### src/rtl/core/stopwatch_with_key_debounce_display_defines.svh
// Assertion macros for the stopwatch core.
// Used by the top level; expects clk_i and rst_ni in scope.
`ifndef STOPWATCH_WITH_KEY_DEBOUNCE_DISPLAY_DEFINES_SVH
`define STOPWATCH_WITH_KEY_DEBOUNCE_DISPLAY_DEFINES_SVH

// Check a property on every rising clock edge outside reset.
`define SWD_ASSERT(lbl, prop, msg) \
  lbl: assert property (@(posedge clk_i) disable iff (!rst_ni) (prop)) else $error(msg);

// Check that an implication holds on the following clock edge.
`define SWD_ASSERT_NEXT(lbl, cond, prop, msg) \
  lbl: assert property (@(posedge clk_i) disable iff (!rst_ni) (cond) |=> (prop)) \
    else $error(msg);

`endif

### src/rtl/core/swd_pkg.sv
// Shared types, constants and the glyph table of the stopwatch core.
// No dependencies.
`timescale 1ns / 1ps

package swd_pkg;

  localparam int KEY_W       = 4;
  localparam int TPC_W       = 8;
  localparam int HUND_W      = 7;
  localparam int SEC_W       = 14;
  localparam int SCAN_W      = 3;
  localparam int SEG_W       = 8;
  localparam int BCD_W       = 4;
  localparam int NUM_DIGITS  = 6;
  localparam int IN_TDATA_W  = 8;
  localparam int OUT_TDATA_W = 40;
  localparam int OUT_FIELD_W = SCAN_W + SEG_W + 1 + HUND_W + SEC_W;
  localparam int PADDR_W     = 3;
  localparam int PDATA_W     = 32;

  localparam int DEF_DEBOUNCE_SAMPLES = 8;
  localparam int DEF_NUM_KEYS         = 4;

  localparam int KEY_CLEAR  = 1;
  localparam int KEY_TOGGLE = 2;

  localparam logic [0:0]        REG_TICKS_PER_COUNT = 1'b0;
  localparam logic [TPC_W-1:0]  TPC_RESET           = 8'd5;
  localparam logic [HUND_W-1:0] HUND_MAX            = 7'd99;
  localparam logic [SEC_W-1:0]  SEC_MAX             = 14'd9999;
  localparam logic [BCD_W-1:0]  BCD_NINE            = 4'd9;
  localparam logic [SEG_W-1:0]  SEG_BLANK           = 8'hFF;
  localparam logic [SEG_W-1:0]  SEG_POINT_CLEAR     = 8'h7F;

  localparam logic [SCAN_W-1:0] DIG_HUND_UNITS = 3'd0;
  localparam logic [SCAN_W-1:0] DIG_HUND_TENS  = 3'd1;
  localparam logic [SCAN_W-1:0] DIG_SEC_UNITS  = 3'd2;
  localparam logic [SCAN_W-1:0] DIG_SEC_TENS   = 3'd3;
  localparam logic [SCAN_W-1:0] DIG_SEC_HUNDS  = 3'd4;
  localparam logic [SCAN_W-1:0] DIG_SEC_THOUS  = 3'd5;
  localparam logic [SCAN_W-1:0] DIG_LAST       = SCAN_W'(NUM_DIGITS - 1);

  typedef logic [BCD_W-1:0] bcd_t;

  typedef struct packed {
    logic clear;
    logic toggle;
  } key_evt_t;

  typedef struct packed {
    logic [HUND_W-1:0] hund;
    logic [SEC_W-1:0]  sec;
    bcd_t [1:0]        hund_bcd;
    bcd_t [3:0]        sec_bcd;
  } counts_t;

  function automatic logic [SEG_W-1:0] glyph(input bcd_t d);
    logic [SEG_W-1:0] g;
    case (d)
      4'd0:    g = 8'hC0;
      4'd1:    g = 8'hF9;
      4'd2:    g = 8'hA4;
      4'd3:    g = 8'hB0;
      4'd4:    g = 8'h99;
      4'd5:    g = 8'h92;
      4'd6:    g = 8'h82;
      4'd7:    g = 8'hF8;
      4'd8:    g = 8'h80;
      4'd9:    g = 8'h90;
      default: g = SEG_BLANK;
    endcase
    return g;
  endfunction

endpackage

### src/rtl/core/swd_debounce.sv
// Per-key shift-history debounce and stable falling edge detection.
// Depends on swd_pkg.
`timescale 1ns / 1ps

module swd_debounce import swd_pkg::*; #(
  parameter int DEBOUNCE_SAMPLES = DEF_DEBOUNCE_SAMPLES,
  parameter int NUM_KEYS         = DEF_NUM_KEYS
) (
  input  logic             clk_i,
  input  logic             rst_ni,
  input  logic             en_i,
  input  logic [KEY_W-1:0] levels_i,
  output key_evt_t         evt_o
);

  logic [NUM_KEYS-1:0]                       lv;
  logic [NUM_KEYS-1:0][DEBOUNCE_SAMPLES-1:0] hist_q, hist_d;
  logic [NUM_KEYS-1:0]                       stable_q, stable_d;
  logic [NUM_KEYS-1:0]                       fall;

  for (genvar g = 0; g < NUM_KEYS; g++) begin : g_lv
    if (g < KEY_W) begin : g_in
      assign lv[g] = levels_i[g];
    end else begin : g_zero
      assign lv[g] = 1'b0;
    end
  end

  always_comb begin
    for (int i = 0; i < NUM_KEYS; i++) begin
      hist_d[i]   = {hist_q[i][DEBOUNCE_SAMPLES-2:0], lv[i]};
      stable_d[i] = stable_q[i];
      if (hist_d[i] == '0) begin
        stable_d[i] = 1'b0;
      end else if (hist_d[i] == '1) begin
        stable_d[i] = 1'b1;
      end
    end
    fall         = stable_q & ~stable_d;
    evt_o.clear  = fall[KEY_CLEAR];
    evt_o.toggle = fall[KEY_TOGGLE];
  end

  always_ff @(posedge clk_i or negedge rst_ni) begin
    if (!rst_ni) begin
      hist_q   <= '1;
      stable_q <= '1;
    end else if (en_i) begin
      hist_q   <= hist_d;
      stable_q <= stable_d;
    end
  end

endmodule

### src/rtl/core/swd_counter.sv
// Run flag, tick divider and the binary and decimal stopwatch counts.
// Depends on swd_pkg.
`timescale 1ns / 1ps

module swd_counter import swd_pkg::*; (
  input  logic             clk_i,
  input  logic             rst_ni,
  input  logic             en_i,
  input  key_evt_t         evt_i,
  input  logic [TPC_W-1:0] tpc_i,
  output logic             run_o,
  output counts_t          counts_o
);

  logic             run_q, run_d;
  logic [TPC_W-1:0] div_q, div_d, div_inc;
  logic             fire;
  counts_t          cnt_q, cnt_d;
  logic             carry;

  always_comb begin
    run_d = run_q;
    cnt_d = cnt_q;
    if (evt_i.clear) begin
      run_d = 1'b0;
      cnt_d = '0;
    end
    if (evt_i.toggle) begin
      run_d = ~run_d;
    end

    div_inc = div_q + TPC_W'(1);
    fire    = (div_inc >= tpc_i);
    div_d   = fire ? '0 : div_inc;

    carry = 1'b0;
    if (fire && run_d) begin
      cnt_d.hund = (cnt_d.hund == HUND_MAX) ? '0 : cnt_d.hund + HUND_W'(1);
      if (cnt_d.hund_bcd[0] == BCD_NINE) begin
        cnt_d.hund_bcd[0] = '0;
        if (cnt_d.hund_bcd[1] == BCD_NINE) begin
          cnt_d.hund_bcd[1] = '0;
          carry             = 1'b1;
        end else begin
          cnt_d.hund_bcd[1] = cnt_d.hund_bcd[1] + BCD_W'(1);
        end
      end else begin
        cnt_d.hund_bcd[0] = cnt_d.hund_bcd[0] + BCD_W'(1);
      end
    end

    if (carry) begin
      cnt_d.sec = (cnt_d.sec == SEC_MAX) ? '0 : cnt_d.sec + SEC_W'(1);
    end
    for (int k = 0; k < 4; k++) begin
      if (carry) begin
        if (cnt_d.sec_bcd[k] == BCD_NINE) begin
          cnt_d.sec_bcd[k] = '0;
        end else begin
          cnt_d.sec_bcd[k] = cnt_d.sec_bcd[k] + BCD_W'(1);
          carry            = 1'b0;
        end
      end
    end
  end

  always_ff @(posedge clk_i or negedge rst_ni) begin
    if (!rst_ni) begin
      run_q <= 1'b0;
      div_q <= '0;
      cnt_q <= '0;
    end else if (en_i) begin
      run_q <= run_d;
      div_q <= div_d;
      cnt_q <= cnt_d;
    end
  end

  assign run_o    = run_d;
  assign counts_o = cnt_d;

endmodule

### src/rtl/core/swd_display.sv
// Digit scan index and seven-segment pattern with leading-zero blanking.
// Depends on swd_pkg.
`timescale 1ns / 1ps

module swd_display import swd_pkg::*; (
  input  logic              clk_i,
  input  logic              rst_ni,
  input  logic              en_i,
  input  counts_t           counts_i,
  output logic [SCAN_W-1:0] scan_o,
  output logic [SEG_W-1:0]  seg_o
);

  logic [SCAN_W-1:0] scan_q, scan_d;
  bcd_t [3:0]        s;

  assign s = counts_i.sec_bcd;

  always_comb begin
    scan_d = (scan_q == DIG_LAST) ? '0 : scan_q + SCAN_W'(1);
    unique case (scan_q)
      DIG_HUND_UNITS: seg_o = glyph(counts_i.hund_bcd[0]);
      DIG_HUND_TENS:  seg_o = glyph(counts_i.hund_bcd[1]);
      DIG_SEC_UNITS:  seg_o = glyph(s[0]) & SEG_POINT_CLEAR;
      DIG_SEC_TENS:   seg_o = ((s[1] | s[2] | s[3]) != '0) ? glyph(s[1]) : SEG_BLANK;
      DIG_SEC_HUNDS:  seg_o = ((s[2] | s[3]) != '0) ? glyph(s[2]) : SEG_BLANK;
      DIG_SEC_THOUS:  seg_o = (s[3] != '0) ? glyph(s[3]) : SEG_BLANK;
      default:        seg_o = SEG_BLANK;
    endcase
  end

  always_ff @(posedge clk_i or negedge rst_ni) begin
    if (!rst_ni) begin
      scan_q <= '0;
    end else if (en_i) begin
      scan_q <= scan_d;
    end
  end

  assign scan_o = scan_q;

endmodule

### src/rtl/core/stopwatch_with_key_debounce_display.sv
// Channel    | dir | tdata fields (low bit up)
// s_axis     | in  | key_levels[3:0], zero pad to 8 bits
// m_axis     | out | scan_digit[2:0] segments[10:3] running[11]
//            |     | hundredths[18:12] whole_seconds[32:19], zero pad to 40
// apb        | cfg | word 0: ticks_per_count[7:0]
// Each item passes an input register, then the key, count and display
// logic into the result register, one item per cycle sustained while
// m_axis_tready is high. The result register holds while it is low;
// the input register keeps taking an item as soon as the result moves on.
// Reset clears all key histories to released and the counts to zero.
`timescale 1ns / 1ps

`include "stopwatch_with_key_debounce_display_defines.svh"

module stopwatch_with_key_debounce_display import swd_pkg::*; #(
  parameter int DEBOUNCE_SAMPLES = DEF_DEBOUNCE_SAMPLES,
  parameter int NUM_KEYS         = DEF_NUM_KEYS
) (
  input  logic                   clk_i,
  input  logic                   rst_ni,
  input  logic                   s_axis_tvalid,
  output logic                   s_axis_tready,
  input  logic [IN_TDATA_W-1:0]  s_axis_tdata,  // key_levels[3:0]
  output logic                   m_axis_tvalid,
  input  logic                   m_axis_tready,
  output logic [OUT_TDATA_W-1:0] m_axis_tdata,  // scan_digit, segments, running,
                                                // hundredths, whole_seconds
  input  logic                   psel,
  input  logic                   penable,
  input  logic                   pwrite,
  input  logic [PADDR_W-1:0]     paddr,
  input  logic [PDATA_W-1:0]     pwdata,
  output logic [PDATA_W-1:0]     prdata,
  output logic                   pready
);

  logic                   in_vld_q;
  logic [KEY_W-1:0]       keys_q;
  logic                   out_vld_q;
  logic [OUT_FIELD_W-1:0] out_q;
  logic                   s_acc, adv;
  logic [TPC_W-1:0]       tpc_q;
  key_evt_t               evt;
  logic                   run;
  counts_t                counts;
  logic [SCAN_W-1:0]      scan;
  logic [SEG_W-1:0]       seg;

  assign pready = 1'b1;
  assign prdata = (paddr[PADDR_W-1] == REG_TICKS_PER_COUNT)
                  ? PDATA_W'(tpc_q) : '0;

  always_ff @(posedge clk_i or negedge rst_ni) begin
    if (!rst_ni) begin
      tpc_q <= TPC_RESET;
    end else if (psel && penable && pwrite && pready
                 && paddr[PADDR_W-1] == REG_TICKS_PER_COUNT) begin
      tpc_q <= pwdata[TPC_W-1:0];
    end
  end

  assign adv           = in_vld_q && (!out_vld_q || m_axis_tready);
  assign s_axis_tready = !in_vld_q || adv;
  assign s_acc         = s_axis_tvalid && s_axis_tready;

  always_ff @(posedge clk_i or negedge rst_ni) begin
    if (!rst_ni) begin
      in_vld_q  <= 1'b0;
      out_vld_q <= 1'b0;
    end else begin
      if (s_acc) begin
        in_vld_q <= 1'b1;
      end else if (adv) begin
        in_vld_q <= 1'b0;
      end
      if (adv) begin
        out_vld_q <= 1'b1;
      end else if (m_axis_tready) begin
        out_vld_q <= 1'b0;
      end
    end
  end

  always_ff @(posedge clk_i) begin
    if (s_acc) begin
      keys_q <= s_axis_tdata[KEY_W-1:0];
    end
    if (adv) begin
      out_q <= {counts.sec, counts.hund, run, seg, scan};
    end
  end

  swd_debounce #(
    .DEBOUNCE_SAMPLES (DEBOUNCE_SAMPLES),
    .NUM_KEYS         (NUM_KEYS)
  ) u_debounce (
    .clk_i    (clk_i),
    .rst_ni   (rst_ni),
    .en_i     (adv),
    .levels_i (keys_q),
    .evt_o    (evt)
  );

  swd_counter u_counter (
    .clk_i    (clk_i),
    .rst_ni   (rst_ni),
    .en_i     (adv),
    .evt_i    (evt),
    .tpc_i    (tpc_q),
    .run_o    (run),
    .counts_o (counts)
  );

  swd_display u_display (
    .clk_i    (clk_i),
    .rst_ni   (rst_ni),
    .en_i     (adv),
    .counts_i (counts),
    .scan_o   (scan),
    .seg_o    (seg)
  );

  assign m_axis_tvalid = out_vld_q;
  assign m_axis_tdata  = {{(OUT_TDATA_W - OUT_FIELD_W){1'b0}}, out_q};

  `SWD_ASSERT(a_hund_range, !out_vld_q || out_q[18:12] <= HUND_MAX, "hundredths out of range")
  `SWD_ASSERT(a_sec_range, !out_vld_q || out_q[32:19] <= SEC_MAX, "seconds out of range")
  `SWD_ASSERT(a_scan_range, !out_vld_q || out_q[2:0] <= DIG_LAST, "scan digit out of range")
  `SWD_ASSERT_NEXT(a_hold_item, in_vld_q && out_vld_q && !m_axis_tready, in_vld_q, "item lost")

endmodule
### config.mk
export PLATFORM = sky130hd
export DESIGN_NAME = stopwatch_with_key_debounce_display
export DESIGN_NICKNAME = d
export VERILOG_FILES = /design/src/rtl/core/swd_pkg.sv /design/src/rtl/core/swd_debounce.sv /design/src/rtl/core/swd_counter.sv /design/src/rtl/core/swd_display.sv /design/src/rtl/core/stopwatch_with_key_debounce_display.sv
export VERILOG_INCLUDE_DIRS = /design/src /design/src/rtl/core
export SDC_FILE = /design/constraint.sdc
export NUM_CORES = 1
export LEC_CHECK = 0
export CAP_MARGIN = 20
export CORE_MARGIN = 3
export CORE_UTILIZATION = 65
export CTS_BUF_LIST = sky130_fd_sc_hd__clkbuf_4 sky130_fd_sc_hd__clkbuf_8 sky130_fd_sc_hd__clkbuf_16
export CTS_CLUSTER_DIAMETER = 50
export DETAILED_ROUTE_END_ITERATION = 10
export DONT_BUFFER_PORTS = 1
export GPL_ROUTABILITY_DRIVEN = 0
export PLACE_DENSITY = 0.81
export SLEW_MARGIN = 20
export SYNTH_ARGS = -nofsm -noshare
export SYNTH_HDL_FRONTEND = slang
export SYNTH_HIERARCHICAL = 1
export SYNTH_SLANG_ARGS = --single-unit
### constraint.sdc
create_clock -name clk_i -period 5.31 [get_ports clk_i]
set_input_delay 1.062 -clock clk_i [delete_from_list [all_inputs] [get_ports clk_i]]
set_output_delay 1.062 -clock clk_i [all_outputs]
set_load 0.03 [all_outputs]
==> results_dict.tcl <==
set metrics [dict create \
    status "finished clean" \
    grt_usage_pct 28.0 \
    vias_per_cell 6.33 \
    drt_pre_antenna_iters 7 \
    routed_wl_um 19800 \
    yosys_warnings 6 \
    maxSlewHeadroom_pct 32.8 \
    drv_slew 0 \
    startpoint_type "flop" \
    post_drt_wl_per_cell_um 17.8 \
    grt_antenna_before_repair 0 \
    cts_made_buffers 17 \
    rsz0062_at_grt "false" \
    mostFrequentLayoutCells "nand2_1 (75), nor2_1 (72), dfrtp_1 (65), a21oi_1 (58), o21ai_0 (52)" \
    grt_pass1_wl_um 33000 \
    ios 125 \
    diodes 0 \
    clock_path_buffers 2 \
    cts_setup_buffers 0 \
    tns_ns 0 \
    hold_viol_final 0 \
    fin_nets 1024 \
    worst_skew_pair.late_latency_ns 0.42 \
    cts_max_level 4 \
    cp_slowest_stage_delay_ns 0.52 \
    die_w_um 122 \
    dieArea_mm2 0.0148 \
    drtIter0Drc 676 \
    min_period_over_period_pct 89.6 \
    fillerInstances 998 \
    setup_viol 0 \
    end_kind "flop" \
    coreArea_mm2 0.0129 \
    io_buffers 0 \
    cp_cell_sequence "ha_1 -> and3_1 -> nand3_1 -> xnor2_1 -> ha_1 -> nand2_1 -> nor2_1 -> o21a_1 -> nor2_1 -> o41ai_1 -> a21oi_1 -> ha_1 -> nand2b_1 -> a21oi_1 -> o22ai_1 -> a221oi_1 -> nand4_1" \
    cts_resized 0 \
    crit_required_ns 5.46 \
    cts.reportedPaths.clkPinSlew_ns 0.06 \
    ir_worst_vdd_uv 345 \
    dp_hpwl_um 13600 \
    drv_cap 0 \
    multi_input_area_mm2 0.00499 \
    root_buffer "clkbuf_16" \
    p_per_area_mw_per_mm2 393 \
    regArea_mm2 0.00315 \
    clock-sinks 118 \
    syn_area_per_cell_um2 9.17 \
    finClkSkew_ns 0.00739 \
    grt_pass1_vias 6704 \
    hold_path.class "input port to asynchronous set/reset pin" \
    finalPower_mw 3.64 \
    syn_area_mm2 0.00870 \
    crit_slowest_cell "o41ai_1" \
    crit_type "flop to flop" \
    area_growth_syn_to_layout_pct 6.35 \
    drc 0 \
    final_common_cell "nand2_1" \
    arrival_ns 4.91 \
    tritoncts "yes" \
    ant_nets 0 \
    cts_hold_buffers 0 \
    cellLeakagePower_nw 3.77 \
    synthCells 949 \
    dieHeight_um 122 \
    grt_max_degree 87 \
    drive_above_1_share_pct 15.0 \
    final.min_clock_period_ns 4.76 \
    critPathMaxFanout 10 \
    vias 7055 \
    max_freq_mhz 210 \
    cp_common_cell "ha_1" \
    rows 41 \
    worstMarginPinSlew_ns 1.00 \
    start_util_pct 67.6 \
    gr-total-overflow 0 \
]
-- final timing paths --
kind / from / to / slack [ns] / depth (start not counted)
min reg2reg: in_vld_q / m_axis_tvalid / 0.49 / 1
min: rst_ni / u_counter/cnt_q[40] / 0.33 / 0
max in group asynchronous: rst_ni / u_debounce/hist_d[10] / 4.75 / 0
max: u_counter/div_q[0] / out_q[8] / 0.55 / 17
min in group clk_i: in_vld_q / m_axis_tvalid / 0.49 / 1
max reg2reg: u_counter/div_q[0] / out_q[8] / 0.55 / 17
-- report_power, final --
| part | switching (mW) | leakage [nW] | internal [mW] | total (mW) |
|---|---|---|---|---|
| registers | 0.255 | 1.22 | 1.17 | 1.42 |
| logic | 0.612 | 2.24 | 0.404 | 1.02 |
| clock network | 0.422 | 0.310 | 0.776 | 1.20 |
-- per-layer routing --
layer  vias to the layer above  track usage [%]  routed length (um)
li1                       3332                -                   -
met4                         0             12.0                 605
met3                        60             6.31                1410
met5                         -                0                   0
met1                      3390             38.1                8590
met2                       273             43.2                9230
-- flip-flops by register name, summed over array words and instances (netlist names) --
| name | flops |
|---|---|
| u_counter/cnt_q | 45 |
| out_q | 33 |
| u_debounce/hist_d | 14 |
| tpc_q | 8 |
| u_counter/div_q | 8 |
| u_display/scan_o | 3 |
| keys_q | 2 |
| u_debounce/stable_q | 2 |
| in_vld_q | 1 |
| m_axis_tvalid | 1 |
| u_counter/run_q | 1 |
-- final cells by class --
type | instances | area share, %
multi-input cells | 733 | 54.0
flip-flops and latches | 118 | 34.0
clock buffers | 22 | 5.51
well taps | 172 | 2.32
inverters | 49 | 1.99
clock inverters | 10 | 1.24
repair buffers | 10 | 0.946
-- critical path: cells and delay by family, from the launching register on --
family                     cells  cell delay, ns
AOI/OAI and AO/OA              6            1.94
DFF                            1            0.43
and+or+nand+nor                7            1.12
xor gates and xnor gates       1            0.16
adders and majority gates      3            0.82
-- through the flow --
step	worst slack [ns]	area [um^2]	instances	util (%)	hold WS, ns
2_1_floorplan	1.31	8820	979	-	0.426
3_3_place_gp	0.728	8630	1082	67.0	0.464
3_5_place_dp	0.650	8630	1082	67.0	0.489
4_1_cts	0.635	9260	1114	71.9	0.317
5_1_grt	0.112	9260	1114	71.9	0.312
6_report	0.551	9260	1114	71.9	0.333
Note: power is estimated with default switching activity, not from simulation.
